File: src/rtl/erle_pkg.sv
// Shared types and constants for the escape-byte run-length decoder.
// No dependencies; compile first.
package erle_pkg;

  localparam int unsigned POSITION_BITS_DEFAULT = 24;
  localparam int unsigned LENGTH_BITS           = 24;
  localparam int unsigned QUEUE_DEPTH           = 4;

  localparam logic [7:0] ESC_BYTE = 8'hFF;
  localparam logic [7:0] ESC_ZERO = 8'h00;

  typedef enum logic [1:0] {
    PHASE_IDLE,
    PHASE_MARKER,
    PHASE_COUNTED
  } phase_t;

  typedef enum logic [1:0] {
    ST_OK,
    ST_UNCONSUMED,
    ST_OVERFLOW,
    ST_MISMATCH
  } status_t;

  typedef struct packed {
    logic [7:0]             value;
    logic [7:0]             run_length;
    logic [LENGTH_BITS-1:0] position;
    logic                   eos;
    status_t                status;
  } erle_result_t;

  // Up to two descriptors written into the output queue per byte.
  typedef struct packed {
    logic [1:0]   count;
    erle_result_t e0;
    erle_result_t e1;
  } erle_push_t;

endpackage

File: src/rtl/erle_if.sv
// Handshake channels of the decoder: compressed input, config write, descriptor output.
// Depends on erle_pkg for field widths.
interface erle_in_if;
  logic       valid;
  logic       ready;
  logic [7:0] in_byte;
  logic       last_byte;
  modport source (output valid, output in_byte, output last_byte, input ready);
  modport sink   (input valid, input in_byte, input last_byte, output ready);
endinterface

interface erle_cfg_if;
  logic                             valid;
  logic                             ready;
  logic [erle_pkg::LENGTH_BITS-1:0] expected_length;
  modport source (output valid, output expected_length, input ready);
  modport sink   (input valid, input expected_length, output ready);
endinterface

interface erle_out_if;
  logic                             valid;
  logic                             ready;
  logic [7:0]                       out_value;
  logic [7:0]                       run_length;
  logic [erle_pkg::LENGTH_BITS-1:0] out_position;
  logic                             end_of_stream;
  logic [1:0]                       status;
  modport source (output valid, output out_value, output run_length, output out_position,
                  output end_of_stream, output status, input ready);
  modport sink   (input valid, input out_value, input run_length, input out_position,
                  input end_of_stream, input status, output ready);
endinterface

File: src/rtl/erle_out_queue.sv
// Small descriptor queue: takes up to two entries a cycle, hands out one beat a cycle while the sink is ready.
// Depends on erle_pkg and erle_out_if.
module erle_out_queue (
  input  logic                 clk,
  input  logic                 rst,
  input  erle_pkg::erle_push_t push,
  output logic                 room,
  erle_out_if.source           out_ch
);

  localparam int unsigned DEPTH = erle_pkg::QUEUE_DEPTH;
  localparam int unsigned PTR_W = $clog2(DEPTH);
  localparam int unsigned CNT_W = PTR_W + 1;

  erle_pkg::erle_result_t entry [DEPTH];
  logic [PTR_W-1:0]       head;
  logic [PTR_W-1:0]       tail;
  logic [CNT_W-1:0]       count;
  logic                   pop;

  assign pop  = out_ch.valid && out_ch.ready;
  assign room = count <= CNT_W'(DEPTH - 2);

  always_ff @(posedge clk) begin
    if (push.count != 2'd0) begin
      entry[tail] <= push.e0;
    end
    if (push.count == 2'd2) begin
      entry[PTR_W'(tail + 1'b1)] <= push.e1;
    end
  end

  always_ff @(posedge clk) begin
    if (rst) begin
      head  <= '0;
      tail  <= '0;
      count <= '0;
    end else begin
      tail  <= PTR_W'(tail + PTR_W'(push.count));
      head  <= PTR_W'(head + PTR_W'(pop));
      count <= CNT_W'(count + CNT_W'(push.count) - CNT_W'(pop));
    end
  end

  assign out_ch.valid         = count != '0;
  assign out_ch.out_value     = entry[head].value;
  assign out_ch.run_length    = entry[head].run_length;
  assign out_ch.out_position  = entry[head].position;
  assign out_ch.end_of_stream = entry[head].eos;
  assign out_ch.status        = entry[head].status;

`ifndef SYNTH
  a_count_bound: assert property (@(posedge clk) disable iff (rst)
    count <= CNT_W'(DEPTH))
    else $error("queue count past depth");

  a_no_overrun: assert property (@(posedge clk) disable iff (rst)
    CNT_W'(push.count) <= CNT_W'(CNT_W'(DEPTH) - count))
    else $error("queue written without room");

  a_pop_drains: assert property (@(posedge clk) disable iff (rst)
    (pop && push.count == 2'd0) |=> count == CNT_W'($past(count) - 1'b1))
    else $error("queue count not decremented on pop");
`endif

endmodule

File: src/rtl/escape_rle_byte_decoder_core.sv
// Escape-byte run-length decoder core: one compressed byte in, fill descriptors out.
// Depends on erle_pkg, erle_if (channels) and erle_out_queue.
//
// Takes one compressed byte per cycle and emits (value, length, position)
// descriptors for a downstream writer that does the actual fill. 0xFF 0x00 is
// a literal 0xFF; 0xFF n v (n nonzero) is a run of n copies of v; anything else
// is a literal. Every byte passes through the input register and is decoded
// from there into a four-entry output queue; the sustained rate is one byte per
// clock as long as the output is drained; the only byte that yields two beats
// is a nonzero last byte straight after a marker. The decode state (phase, held
// count, write position, sticky error flags) is registered together with that
// byte's descriptors, so back-to-back bytes see each other's effect with no
// bubble. The last byte of a stream carries the status on its final descriptor
// (or a zero-length status-only beat): 0 ok, 1 input left over after the output
// filled, 2 run overflow, 3 size mismatch. After it the decode state clears for
// the next stream.
// expected_length may only be rewritten while the block is quiet.
module escape_rle_byte_decoder_core #(
  parameter int unsigned POSITION_BITS = erle_pkg::POSITION_BITS_DEFAULT
) (
  input  logic       clk,
  input  logic       rst,
  erle_in_if.sink    in_ch,
  erle_cfg_if.sink   cfg,
  erle_out_if.source out_ch
);

  localparam int unsigned PB = POSITION_BITS;
  localparam int unsigned LB = erle_pkg::LENGTH_BITS;

  // Config register
  logic [LB-1:0]    expected_length;
  logic [PB+LB-1:0] lim_ext;
  logic [PB-1:0]    lim;

  // Input register
  logic       stage_valid;
  logic [7:0] stage_byte;
  logic       stage_last;

  // Decode state
  erle_pkg::phase_t phase;
  erle_pkg::phase_t phase_next;
  logic [7:0]       held_count;
  logic [7:0]       held_count_next;
  logic [PB-1:0]    wp;
  logic [PB-1:0]    wp_next;
  logic             ovf;
  logic             ovf_next;
  logic             unc;
  logic             unc_next;

  // Decode datapath
  logic                 fire;
  logic                 room;
  logic                 full0;
  logic [PB-1:0]        wp_p1;
  logic [PB-1:0]        wp_p2;
  logic [PB:0]          run_end;
  erle_pkg::status_t    st;
  erle_pkg::erle_push_t push;
  erle_pkg::erle_push_t decoded;

  function automatic logic [LB-1:0] to_pos(input logic [PB-1:0] p);
    logic [PB+LB-1:0] wide;
    wide = {{LB{1'b0}}, p};
    return wide[LB-1:0];
  endfunction

  function automatic erle_pkg::erle_result_t make_desc(input logic [7:0] v,
                                                       input logic [7:0] len,
                                                       input logic [PB-1:0] p);
    erle_pkg::erle_result_t r;
    r.value      = v;
    r.run_length = len;
    r.position   = to_pos(p);
    r.eos        = 1'b0;
    r.status     = erle_pkg::ST_OK;
    return r;
  endfunction

  // Only the low POSITION_BITS of the length act as the limit.
  assign lim_ext = {{PB{1'b0}}, expected_length};
  assign lim     = lim_ext[PB-1:0];

  assign cfg.ready = 1'b1;

  always_ff @(posedge clk) begin
    if (rst) begin
      expected_length <= '0;
    end else if (cfg.valid && cfg.ready) begin
      expected_length <= cfg.expected_length;
    end
  end

  // Input register: refills in the same cycle it is decoded.
  assign fire        = stage_valid && room;
  assign in_ch.ready = !stage_valid || fire;

  always_ff @(posedge clk) begin
    if (rst) begin
      stage_valid <= 1'b0;
    end else if (in_ch.valid && in_ch.ready) begin
      stage_valid <= 1'b1;
    end else if (fire) begin
      stage_valid <= 1'b0;
    end
  end

  always_ff @(posedge clk) begin
    if (in_ch.valid && in_ch.ready) begin
      stage_byte <= in_ch.in_byte;
      stage_last <= in_ch.last_byte;
    end
  end

  assign full0   = wp >= lim;
  assign wp_p1   = PB'(wp + PB'(1));
  assign wp_p2   = PB'(wp + PB'(2));
  assign run_end = {1'b0, wp} + (PB + 1)'(held_count);

  // Next phase; any last byte closes the stream.
  always_comb begin
    phase_next = erle_pkg::PHASE_IDLE;
    if (!stage_last && !ovf) begin
      case (phase)
        erle_pkg::PHASE_IDLE: begin
          if (!full0 && stage_byte == erle_pkg::ESC_BYTE) begin
            phase_next = erle_pkg::PHASE_MARKER;
          end
        end
        erle_pkg::PHASE_MARKER: begin
          if (stage_byte != erle_pkg::ESC_ZERO) begin
            phase_next = erle_pkg::PHASE_COUNTED;
          end
        end
        default: phase_next = erle_pkg::PHASE_IDLE;
      endcase
    end
  end

  // Descriptors and data state for the byte in the input register.
  always_comb begin
    decoded         = '0;
    wp_next         = wp;
    held_count_next = held_count;
    ovf_next        = ovf;
    unc_next        = unc;
    st              = erle_pkg::ST_OK;

    if (!ovf) begin
      case (phase)
        erle_pkg::PHASE_IDLE: begin
          if (full0) begin
            unc_next = 1'b1;
          end else if (stage_byte != erle_pkg::ESC_BYTE || stage_last) begin
            decoded.e0    = make_desc(stage_byte, 8'd1, wp);
            decoded.count = 2'd1;
            wp_next       = wp_p1;
          end
        end
        erle_pkg::PHASE_MARKER: begin
          if (stage_byte != erle_pkg::ESC_ZERO && !stage_last) begin
            held_count_next = stage_byte;
          end else if (full0) begin
            // limit lowered under a pending marker
            ovf_next = 1'b1;
          end else begin
            decoded.e0    = make_desc(erle_pkg::ESC_BYTE, 8'd1, wp);
            decoded.count = 2'd1;
            wp_next       = wp_p1;
            // marker cut short by a nonzero last byte: that byte follows as a literal
            if (stage_byte != erle_pkg::ESC_ZERO) begin
              if (wp_p1 >= lim) begin
                unc_next = 1'b1;
              end else begin
                decoded.e1    = make_desc(stage_byte, 8'd1, wp_p1);
                decoded.count = 2'd2;
                wp_next       = wp_p2;
              end
            end
          end
        end
        erle_pkg::PHASE_COUNTED: begin
          held_count_next = '0;
          if (run_end > {1'b0, lim}) begin
            ovf_next = 1'b1;
          end else begin
            decoded.e0    = make_desc(stage_byte, held_count, wp);
            decoded.count = 2'd1;
            wp_next       = run_end[PB-1:0];
          end
        end
        default: begin
          held_count_next = '0;
        end
      endcase
    end else begin
      held_count_next = held_count;
    end

    if (stage_last) begin
      if (ovf_next) begin
        st = erle_pkg::ST_OVERFLOW;
      end else if (wp_next != lim) begin
        st = erle_pkg::ST_MISMATCH;
      end else if (unc_next) begin
        st = erle_pkg::ST_UNCONSUMED;
      end else begin
        st = erle_pkg::ST_OK;
      end

      case (decoded.count)
        2'd0: begin
          decoded.e0        = make_desc(8'd0, 8'd0, wp_next);
          decoded.e0.eos    = 1'b1;
          decoded.e0.status = st;
          decoded.count     = 2'd1;
        end
        2'd1: begin
          decoded.e0.eos    = 1'b1;
          decoded.e0.status = st;
        end
        default: begin
          decoded.e1.eos    = 1'b1;
          decoded.e1.status = st;
        end
      endcase

      wp_next         = '0;
      held_count_next = '0;
      ovf_next        = 1'b0;
      unc_next        = 1'b0;
    end
  end

  always_comb begin
    push = decoded;
    if (!fire) begin
      push.count = 2'd0;
    end
  end

  always_ff @(posedge clk) begin
    if (rst) begin
      phase      <= erle_pkg::PHASE_IDLE;
      held_count <= '0;
      wp         <= '0;
      ovf        <= 1'b0;
      unc        <= 1'b0;
    end else if (fire) begin
      phase      <= phase_next;
      held_count <= held_count_next;
      wp         <= wp_next;
      ovf        <= ovf_next;
      unc        <= unc_next;
    end
  end

  erle_out_queue u_queue (
    .clk    (clk),
    .rst    (rst),
    .push   (push),
    .room   (room),
    .out_ch (out_ch)
  );

`ifndef SYNTH
  a_pair_only_at_end: assert property (@(posedge clk) disable iff (rst)
    push.count == 2'd2 |-> stage_last)
    else $error("two descriptors from a byte that is not last");

  a_stream_clears: assert property (@(posedge clk) disable iff (rst)
    (fire && stage_last) |=> (wp == '0 && !ovf && !unc && phase == erle_pkg::PHASE_IDLE))
    else $error("decode state not cleared after stream end");

  a_no_beat_after_overflow: assert property (@(posedge clk) disable iff (rst)
    (fire && ovf && !stage_last) |-> push.count == 2'd0)
    else $error("descriptor issued after run overflow");
`endif

endmodule

File: src/flat_wrapper.sv
// flat-port wrapper written by rule: the top's interface ports become plain ports
module escape_rle_byte_decoder_core_flat 
#(
  parameter int unsigned POSITION_BITS = erle_pkg::POSITION_BITS_DEFAULT
)
  (clk, rst, in_ch_valid, in_ch_in_byte, in_ch_last_byte, in_ch_ready, cfg_valid, cfg_expected_length, cfg_ready, out_ch_valid, out_ch_out_value, out_ch_run_length, out_ch_out_position, out_ch_end_of_stream, out_ch_status, out_ch_ready);
  erle_in_if in_ch_i ();
  erle_cfg_if cfg_i ();
  erle_out_if out_ch_i ();
  input  logic clk;
  input  logic rst;
  input wire logic [$bits(in_ch_i.valid)-1:0] in_ch_valid;
  input wire logic [$bits(in_ch_i.in_byte)-1:0] in_ch_in_byte;
  input wire logic [$bits(in_ch_i.last_byte)-1:0] in_ch_last_byte;
  output wire logic [$bits(in_ch_i.ready)-1:0] in_ch_ready;
  input wire logic [$bits(cfg_i.valid)-1:0] cfg_valid;
  input wire logic [$bits(cfg_i.expected_length)-1:0] cfg_expected_length;
  output wire logic [$bits(cfg_i.ready)-1:0] cfg_ready;
  output wire logic [$bits(out_ch_i.valid)-1:0] out_ch_valid;
  output wire logic [$bits(out_ch_i.out_value)-1:0] out_ch_out_value;
  output wire logic [$bits(out_ch_i.run_length)-1:0] out_ch_run_length;
  output wire logic [$bits(out_ch_i.out_position)-1:0] out_ch_out_position;
  output wire logic [$bits(out_ch_i.end_of_stream)-1:0] out_ch_end_of_stream;
  output wire logic [$bits(out_ch_i.status)-1:0] out_ch_status;
  input wire logic [$bits(out_ch_i.ready)-1:0] out_ch_ready;
  assign in_ch_i.valid = in_ch_valid;
  assign in_ch_i.in_byte = in_ch_in_byte;
  assign in_ch_i.last_byte = in_ch_last_byte;
  assign in_ch_ready = in_ch_i.ready;
  assign cfg_i.valid = cfg_valid;
  assign cfg_i.expected_length = cfg_expected_length;
  assign cfg_ready = cfg_i.ready;
  assign out_ch_valid = out_ch_i.valid;
  assign out_ch_out_value = out_ch_i.out_value;
  assign out_ch_run_length = out_ch_i.run_length;
  assign out_ch_out_position = out_ch_i.out_position;
  assign out_ch_end_of_stream = out_ch_i.end_of_stream;
  assign out_ch_status = out_ch_i.status;
  assign out_ch_i.ready = out_ch_ready;
  escape_rle_byte_decoder_core #(.POSITION_BITS(POSITION_BITS)) u_core (.clk(clk), .rst(rst), .in_ch(in_ch_i), .cfg(cfg_i), .out_ch(out_ch_i));
endmodule
File: config.mk
export PLATFORM = sky130hd
export DESIGN_NAME = escape_rle_byte_decoder_core_flat
export DESIGN_NICKNAME = d
export VERILOG_FILES = /design/src/rtl/erle_pkg.sv /design/src/rtl/erle_if.sv /design/src/rtl/erle_out_queue.sv /design/src/rtl/escape_rle_byte_decoder_core.sv /design/src/flat_wrapper.sv
export SDC_FILE = /design/constraint.sdc
export NUM_CORES = 1
export LEC_CHECK = 0
export CORE_MARGIN = 5
export CORE_UTILIZATION = 62
export CTS_CLUSTER_DIAMETER = 80
export CTS_CLUSTER_SIZE = 16
export DETAILED_ROUTE_END_ITERATION = 12
export DONT_BUFFER_PORTS = 1
export PLACE_DENSITY = 0.78
export SYNTH_ARGS = -nofsm -noshare
export SYNTH_HDL_FRONTEND = slang
export SYNTH_SLANG_ARGS = --single-unit
export TNS_END_PERCENT = 50
File: constraint.sdc
create_clock -name clk -period 8.5 [get_ports clk]
set_input_delay 0.425 -clock clk [delete_from_list [all_inputs] [get_ports clk]]
set_output_delay 0.425 -clock clk [all_outputs]
set_load 0.005 [all_outputs]
==> impl_metrics.ini, run 1 <==
[run_status]
status = complete, no violations

[setup_path]
r2r_end = u_core.u_queue.count[2]$_SDFF_PP0_
arrival_ns = 7.91
worst-setup-path-type = reg2reg
cpPeakStageDelay_ns = 0.94
cpMaxStageDelayCell = a211oi_2
rr_startpoint = u_core.wp[0]$_SDFFE_PP0P_
timing.critical_path.mode_cell = ha_1
worst_path_max_fanout = 13
register_to_register_setup_slack_ns = 1.0
worst_setup_path_start_kind = register
cp-end-kind = register
r2r.worst_path.cells = 25
crit_required_ns = 8.91

[placed_design]
routabilityCongestion = 1.113
buffer_ports.inserted = 0
dp_hpwl_mm = 43.76
post_place_setup_slack_ns = 1.329
place_area_sq_mm = 0.01650

[hold_path]
timing.hold.worst.start = in_ch_valid
timing.hold.worst_endpoint = u_core.stage_valid$_SDFFE_PP0P_
worst_hold_path_type = in2reg
hold-path-cell-count = 2

[floorplanning]
placeableCoreArea_sq_mm = 0.02591
rows = 59
die-height_um = 171.7
boundaryPins = 84
die_x_um = 171.7
initial_utilization = 0.6253
area_of_the_die_sq_mm = 0.02947

[detailed_routing]
count_of_nets_left_with_antenna_violations_after_detail_routing = 0
routed-via-count = 14535
detail_route.wl_per_cell_um = 29.53
drt_wl_total_mm = 58.77
detail_route.drc_violations = 0
detailedRoute.firstIterationViolations = 2756
post_drt_via_cell_ratio = 7.304
dr.pass1.iters = 6

[layout]
final_nets = 1774
stdcell_area_sq_mm = 0.01720
antenna-diode-count = 0
final_layout_size_suffix_gt1_frac = 0.1003
area_growth_pct = 6.178
layout.filler_cells = 2031

[global_routing]
first_global_vias = 13752
grt.total_usage = 0.3930
gr_overflow_total = 0
grt_max_degree = 69
grt_pass1_wl_mm = 87.02
antenna_found_initial = 1

[clocking]
cts_repair_resize_count = 0
clk_pin_slew_ns = 0.07
tritoncts = yes
clkLatencyLatePin_ns = 0.53
buffers_from_clock_root_to_sink_at_most = 3
cts_htree_levels = 1
ctsRootBufferMaster = clkbuf_16
cts_num_sinks = 249
numCtsBuffers = 20

[yosys]
synth_cell_type_count = 91
synthesis.area_sq_mm = 0.01620
ys_seq_area_frac = 0.4022
yosys.area.top_type_share = 0.2836
synthesized_flop_and_latch_total = 249
synth_top_cell_by_area = edfxtp_1
dominantRegCellSynth = edfxtp_1
postSynthNetCount = 1804
synth_most_common_cell = nor2_1
syn-instance-count = 1671
synth_edf_count = 153
netlist_top_cells_area = edfxtp_1 28%, dfxtp_1 12%, ha_1 7.2%
async_reset_ff_frac = 0
avgSynthCellArea_sq_um = 9.697
yosys_warnings = 0
synth_top_cells_by_count = 169 x nor2_1, 153 x edfxtp_1, 150 x nand2_1

[timing]
post-route-period-util = 0.8826
slew_headroom = 0.2381
fmaxAchievable_mhz = 133.3
final_critical_path_setup_slack_ns = 0.9976
timing_hold_violations_final = 0
timing.final.crit_period_ns = 7.502
worstMarginPinSlew_ns = 1.142
timing.final.max_slew_violations = 0
clock-skew-final_ns = 0.02224
report.final.setup_viol = 0
rsz0062_at_grt = false
timing.setup.tns_ns = 0

[power]
p_leak_nw = 6.048
vdd_drop_max_mv = 0.2299
power.density_cell_area_mw_per_mm2 = 164.0

[flow_run]
cap_viol_max_count = 0
-- registers in the layout, indices dropped and copies added, names as in the netlist, 2 cells and up --
name and count:
u_core.u_queue.entry 172, u_core.expected_length 24, u_core.wp 24, u_core.held_count 8, u_core.stage_byte 8, u_core.u_queue.count 3, u_core.phase 2, u_core.u_queue.head 2
u_core.u_queue.tail 2
-- kinds of logic after synthesis --
kind of cell,after synthesis,share of synthesized area
compound gates,455,0.1913
xor+xnor,75,0.04054
fa+ha+maj,95,0.07429
buf+inv,154,0.03985
flops,249,0.4022
mux,74,0.07900
other cells,1,0.0002314
simple gates,568,0.1727
-- per-layer routing --
metal / global-route usage / up-vias / share of wire
met4: 0.1529 / 2 / 0.050
met2: 0.5984 / 1180 / 0.44
met3: 0.1069 / 192 / 0.13
met5: 0 / - / 0.00022
met1: 0.5382 / 6907 / 0.38
li1: - / 6254 / -
-- layout make-up --
class	count	area, sq um	share of cell area
Tap cell	335	419.2	0.02436
Multi-Input combinational cell	1268	9054	0.5263
Sequential cell	249	6519	0.3789
Clock inverter	4	45.04	0.002618
Clock buffer	32	545.5	0.03171
Inverter	53	198.9	0.01156
Timing Repair Buffer	49	422.9	0.02458
-- worst max path at each step --
stage | slack, ns | cells past startpoint | start | end
global route | 0.79 | 20 | u_core.wp[1]$_SDFFE_PP0P_ | u_core.u_queue.entry[3][0]$_DFFE_PP_
finish | 1.0 | 25 | u_core.wp[0]$_SDFFE_PP0P_ | u_core.u_queue.count[2]$_SDFF_PP0_
CTS | 1.28 | 25 | u_core.wp[0]$_SDFFE_PP0P_ | u_core.u_queue.count[2]$_SDFF_PP0_
detailed placement | 1.33 | 25 | u_core.wp[0]$_SDFFE_PP0P_ | u_core.u_queue.count[2]$_SDFF_PP0_
global placement | 1.38 | 25 | u_core.wp[0]$_SDFFE_PP0P_ | u_core.u_queue.count[2]$_SDFF_PP0_
floorplan | 2.91 | 20 | u_core.wp[1]$_SDFFE_PP0P_ | u_core.u_queue.entry[1][0]$_DFFE_PP_
-- repair_timing --
action	4_1_cts	5_1_grt
setup endpoints to repair	0	0
endpoints found under the hold margin	77	0
buffers inserted	0	0
hold buffers	10	0
-- cell usage in the layout (no fill, tap or decap), types with 8 or more instances in the layout --
master         count
mux2i_1           30
and3_1            10
edfxtp_1         153
o21ai_1           11
a31oi_1           13
inv_1             53
o21a_1            15
o21ai_0           91
nor3_1            24
nand3_1           75
nor4_1            11
a21oi_1           75
mux4_2            43
dfxtp_1           94
nor2b_1           14
a211oi_1           8
nand2b_1          18
buf_4             38
xor2_1            14
o22ai_1           65
and2_1            18
or3_1              8
clkbuf_16         20
clkbuf_1          12
nand2_1          150
nand4_1           23
a22o_1            41
dlygate4sd3_1      9
nor2_1           168
a21o_1            11
a22oi_1           33
ha_1              93
xnor2_1           61
-- worst max-delay path, delay by kind of cell, from the launching register on --
| family | cells | cell delay [ns] |
|---|---|---|
| fa+ha+maj | 6 | 1.91 |
| xor+xnor | 3 | 0.69 |
| buf+inv | 3 | 0.17 |
| flops | 1 | 0.68 |
| compound gates | 8 | 3.01 |
| simple gates | 5 | 0.92 |
-- power breakdown --
group | internal [W] | switching [W] | total (W)
Sequential | 0.00134 | 0.0000516 | 0.00139
Combinational | 0.000221 | 0.000315 | 0.000536
Clock | 0.000449 | 0.000447 | 0.000896
-- through the flow --
step                      utilization  cells  hold slack (ns)  total power, W
after floorplan                     -   1671           0.4354        0.001792
after global placement         0.6366   1944           0.4436        0.001927
after detailed placement       0.6366   1944           0.4529        0.001934
after CTS                      0.6640   1990          0.03679        0.002815
after global routing           0.6640   1990          0.05548        0.002919
final                          0.6640   1990          0.04522        0.002822
(Power assumes the default switching activity.)
==> inputs of run 2 (changes only) <==
- clock period: 8.5 -> 9.2 ns (I/O delays scaled with it)
==> impl_metrics.ini, run 2 (synthesis gave the netlist of run 1 again) <==
[global_routing]
grt_pass1_wl_mm = 82.70
antenna_found_initial = 1
gr_overflow_total = 0
grt_max_degree = 44
first_global_vias = 13272
grt.total_usage = 0.3697

[placed_design]
post_place_setup_slack_ns = 2.070
place_area_sq_mm = 0.01641
buffer_ports.inserted = 0
routabilityCongestion = 1.204
dp_hpwl_mm = 40.63

[detailed_routing]
dr.pass1.iters = 7
detailedRoute.firstIterationViolations = 2790
post_drt_via_cell_ratio = 7.229
drt_wl_total_mm = 55.61
detail_route.wl_per_cell_um = 28.17
routed-via-count = 14270
detail_route.drc_violations = 0
count_of_nets_left_with_antenna_violations_after_detail_routing = 0

[floorplanning]
rows = 59
placeableCoreArea_sq_mm = 0.02591
initial_utilization = 0.6253
die-height_um = 171.7
die_x_um = 171.7
boundaryPins = 84
area_of_the_die_sq_mm = 0.02947

[hold_path]
worst_hold_path_type = in2reg
timing.hold.worst.start = rst
timing.hold.worst_endpoint = u_core.wp[8]$_SDFFE_PP0P_
hold-path-cell-count = 1

[run_status]
status = complete, no violations

[timing]
final_critical_path_setup_slack_ns = 1.639
timing.setup.tns_ns = 0
worstMarginPinSlew_ns = 1.207
rsz0062_at_grt = false
clock-skew-final_ns = 0.01191
slew_headroom = 0.1948
post-route-period-util = 0.8219
timing.final.max_slew_violations = 0
report.final.setup_viol = 0
fmaxAchievable_mhz = 132.3
timing.final.crit_period_ns = 7.561
timing_hold_violations_final = 0

[clocking]
cts_num_sinks = 249
clk_pin_slew_ns = 0.07
numCtsBuffers = 21
clkLatencyLatePin_ns = 0.53
cts_post_setup_buffers_inserted = 0
tritoncts = yes
ctsRootBufferMaster = clkbuf_16
buffers_from_clock_root_to_sink_at_most = 3
cts_htree_levels = 1

[layout]
final_nets = 1758
layout.cells.most_common = nor2_1
final_layout_size_suffix_gt1_frac = 0.09579
post-route-util = 0.6585
stdcell_area_sq_mm = 0.01706
largest_reg_flops = 172
area_growth_pct = 5.298
layout.cells.most_common_list = 168 x nor2_1, 153 x edfxtp_1, 150 x nand2_1
antenna-diode-count = 0
registers_with_the_highest_flip_flop_counts = u_core.u_queue.entry x172, u_core.expected_length x24, u_core.wp x24
largest_register = u_core.u_queue.entry

[setup_path]
worst_path_max_fanout = 13
rr_startpoint = u_core.wp[0]$_SDFFE_PP0P_
register_to_register_setup_slack_ns = 1.64
cp-end-kind = register
worst-setup-path-type = reg2reg
worst_setup_path_start_kind = register
arrival_ns = 7.83
r2r_end = u_core.u_queue.entry[0][0]$_DFFE_PP_
r2r.worst_path.cells = 20
crit_required_ns = 9.47

[power]
power.density_cell_area_mw_per_mm2 = 154.5
vdd_drop_max_mv = 0.2087
power_w = 0.002636
p_leak_nw = 5.982

[flow_run]
cap_viol_max_count = 0
-- run 2: cell count changes in the layout (fill, tap and decap cells not counted), sizes merged --
cell and change:
buf -11, inv +4, clkinv -2, dlygate4sd3 -6, clkinvlp -1
-- run 2: area by class of cell --
class	count	area, sq um
Tap cell	335	419.2
Timing Repair Buffer	32	247.7
Multi-Input combinational cell	1268	9054
Fill cell	2084	8850
Sequential cell	249	6519
Inverter	53	198.9
Clock buffer	32	566.8
Clock inverter	5	56.30
-- run 2: how the worst max path moves through the flow --
stage                                    startpoint                                   end  slack (ns)  depth (start not counted)
final                     u_core.wp[0]$_SDFFE_PP0P_  u_core.u_queue.entry[0][0]$_DFFE_PP_        1.64                         20
after detailed placement  u_core.wp[3]$_SDFFE_PP0P_  u_core.u_queue.entry[0][0]$_DFFE_PP_        2.07                         20
after CTS                 u_core.wp[3]$_SDFFE_PP0P_  u_core.u_queue.entry[0][0]$_DFFE_PP_        2.01                         20
after global routing      u_core.wp[3]$_SDFFE_PP0P_  u_core.u_queue.entry[0][1]$_DFFE_PP_        1.45                         20
after floorplan           u_core.wp[1]$_SDFFE_PP0P_  u_core.u_queue.entry[1][0]$_DFFE_PP_        3.61                         20
after global placement    u_core.wp[3]$_SDFFE_PP0P_  u_core.u_queue.entry[2][0]$_DFFE_PP_        1.99                         20
-- run 2: repair_timing --
action                                 CTS  global route
hold buffers                             3             0
resized for setup                        0             0
endpoints found under the hold margin   23             0
-- run 2: report_power, final --
group	switching (W)	total [W]	internal [W]
sequential	0.0000435	0.00128	0.00124
clock	0.000429	0.000866	0.000437
combinational	0.000290	0.000490	0.000200
total	0.000763	0.00264	0.00187
-- run 2: layer usage --
metal  part of all wire  vias up  global-route usage
met5                  0        -                   0
met4              0.047        0              0.1357
met3               0.14      180             0.09814
met2               0.43     1120              0.5503
met1               0.38     6734              0.5226
li1                   -     6236                   -
-- run 2: stage by stage --
stage / hold slack, ns / cells
2_1_floorplan: 0.4354 / 1671
3_3_place_gp: 0.4440 / 1934
3_5_place_dp: 0.4523 / 1934
4_1_cts: 0.0007317 / 1974
5_1_grt: 0.005521 / 1974
6_report: 0.0009495 / 1974
-- run 2: critical path, stage by stage (launching register included) --
cell and delay [ns]:
dfxtp_1 0.75, ha_1 0.32, inv_1 0.07, fa_1 0.42
nand2b_1 0.19, a21oi_1 0.34, o21ai_2 0.30, or3_1 0.39
xnor2_1 0.35, ha_1 0.32, a211oi_1 0.24, o211ai_1 0.16
a31oi_1 0.20, o31a_1 0.39, nand4_1 0.54, a222oi_1 0.65
or2_1 0.26, o2111ai_1 0.24, nor4_1 0.66, and3_2 0.41
a21oi_2 0.07
==> inputs of run 3 (changes only) <==
- clock period: 9.2 -> 7.7 ns (I/O delays scaled with it)
==> impl_metrics.ini, run 3 (synthesis gave the netlist of run 1 again) <==
[power]
cellInternalPower_w = 0.002242
p_leak_nw = 6.129
sequentialPowerShare = 0.489
power_frac_clock = 0.323
pwr-share-comb = 0.188
power.share.switching = 0.2876
vdd_drop_max_mv = 0.2486
switchingPower_w = 0.0009052
power.density_cell_area_mw_per_mm2 = 180.9

[layout]
antenna-diode-count = 0
layout.cells.non_filler = 2006
layout.cells.most_common = nor2_1
largest_register = u_core.u_queue.entry
layout.cells.most_common_list = 168 x nor2_1, 153 x edfxtp_1, 150 x nand2_1
post-route-util = 0.6713
layout.filler_cells = 2010
final_nets = 1790
multiInputGateArea_sq_mm = 0.009060
registers_with_the_highest_flip_flop_counts = u_core.u_queue.entry x172, u_core.expected_length x24, u_core.wp x24
ff_latch_area_sq_mm = 0.006519
area_growth_pct = 7.351
largest_reg_flops = 172
final_layout_size_suffix_gt1_frac = 0.1047

[detailed_routing]
routed-via-count = 14595
drt_wl_total_mm = 58.31
dr.pass1.iters = 7
detailedRoute.firstIterationViolations = 2736
post_drt_via_cell_ratio = 7.276
detail_route.wl_per_cell_um = 29.07
count_of_nets_left_with_antenna_violations_after_detail_routing = 0
detail_route.drc_violations = 0

[clocking]
clkLatencyLatePin_ns = 0.54
buffers_from_clock_root_to_sink_at_most = 3
clk_pin_slew_ns = 0.08
cts_num_sinks = 249
tritoncts = yes
numCtsBuffers = 20
cts_post_setup_buffers_inserted = 0
cts_htree_levels = 1
ctsRootBufferMaster = clkbuf_16

[floorplanning]
boundaryPins = 84
initial_utilization = 0.6253
rows = 59
die-height_um = 171.7
area_of_the_die_sq_mm = 0.02947
die_x_um = 171.7
placeableCoreArea_sq_mm = 0.02591

[global_routing]
grt_max_degree = 69
gr_overflow_total = 0
first_global_vias = 13983
grt.total_usage = 0.3919
antenna_found_initial = 1
grt_pass1_wl_mm = 87.33

[setup_path]
cp-end-kind = register
worst_setup_path_start_kind = register
crit_required_ns = 7.96
cpMaxStageDelayCell = a211oi_2
worst_path_max_fanout = 18
worst-setup-path-type = reg2reg
worstPathCellList = ha_1 -> inv_1 -> fa_1 -> nand2b_1 -> a21oi_1 -> nor2b_1 -> xnor2_1 -> ha_1 -> a211oi_1 -> nor2_1 -> nor4b_1 -> o21ai_1 -> a211oi_2 -> buf_4 -> nand2_1 -> o41ai_1 -> a211oi_2 -> xnor2_1 -> nor4_1 -> and4_1 -> a21oi_2
arrival_ns = 7.25
cpPeakStageDelay_ns = 0.75

[timing]
timing.final.max_slew_violations = 0
rsz0062_at_grt = false
slew_headroom = 0.2034
worstMarginPinSlew_ns = 1.184
timing.setup.tns_ns = 0
report.final.setup_viol = 0
timing_hold_violations_final = 0
clock-skew-final_ns = 0.02113
post-route-period-util = 0.9076
timing.final.crit_period_ns = 6.989
fmaxAchievable_mhz = 143.1

[placed_design]
placed_cells_incl_taps = 1953
buffer_ports.inserted = 0
routabilityCongestion = 1.139
dp_hpwl_mm = 42.80

[flow_run]
cap_viol_max_count = 0

[hold_path]
worst_hold_path_type = in2reg

[run_status]
status = complete, no violations
run 3: routing by layer:
| metal | global-route usage | up-vias | wire (um) | part of all wire |
|---|---|---|---|---|
| met5 | 0 | - | 0 | 0 |
| met3 | 0.1025 | 215 | 7782 | 0.13 |
| met1 | 0.5474 | 6978 | 22390 | 0.38 |
| met4 | 0.1457 | 0 | 2818 | 0.048 |
| li1 | - | 6281 | - | - |
| met2 | 0.5909 | 1121 | 25320 | 0.43 |
run 3: stage by stage:
stage | instance area, sq um | setup slack [ns] | total power, W | hold slack, ns
after global placement | 16590 | 1.168 | 0.002128 | 0.4434
after global routing | 17390 | 0.5764 | 0.003256 | 0.01817
after CTS | 17390 | 1.023 | 0.003148 | 0.0002476
after detailed placement | 16590 | 1.065 | 0.002141 | 0.4553
after floorplan | 16200 | 2.107 | 0.001978 | 0.4354
final | 17390 | 0.7111 | 0.003147 | 0.004545
run 3: cell type report:
type                       count  share of cell area
multi-input combinational   1268              0.5209
sequential                   249              0.3748
timing repair buffer          65             0.03366
clock buffer                  33             0.03280
tap                          335             0.02410
inverter                      53             0.01144
clock inverter                 3            0.002374
run 3: power groups by stage:
stage                     logic, W  clock network [W]  registers [W]
after floorplan           0.000448                  0        0.00153
after global placement    0.000565                  0        0.00156
after detailed placement  0.000574                  0        0.00157
after CTS                 0.000591            0.00102        0.00154
after global routing      0.000639            0.00107        0.00155
final                     0.000591            0.00102        0.00154
run 3: what timing repair did:
item,4_1_cts,5_1_grt
hold endpoints to repair,77,0
hold buffers,17,0
resized for setup,0,0
run 3: path summary, 6_finish.rpt:
path | startpoint | to | slack (ns) | cells after the start
setup / recovery | u_core.wp[0]$_SDFFE_PP0P_ | u_core.u_queue.entry[0][0]$_DFFE_PP_ | 0.71 | 21
setup reg to reg | u_core.wp[0]$_SDFFE_PP0P_ | u_core.u_queue.entry[0][0]$_DFFE_PP_ | 0.71 | 21
hold / removal | cfg_expected_length[23] | u_core.expected_length[23]$_SDFFE_PP0P_ | 0.005 | 2
hold reg to reg | u_core.unc$_SDFFE_PP0P_ | u_core.unc$_SDFFE_PP0P_ | 0.47 | 2
run 3: worst max-delay path: cells and delay by family, from the launching register on:
family	cells	cell delay, ns
compound gates	7	2.08
simple gates	7	1.97
fa+ha+maj	3	0.99
flops	1	0.69
xor+xnor	2	0.52
buf+inv	2	0.45
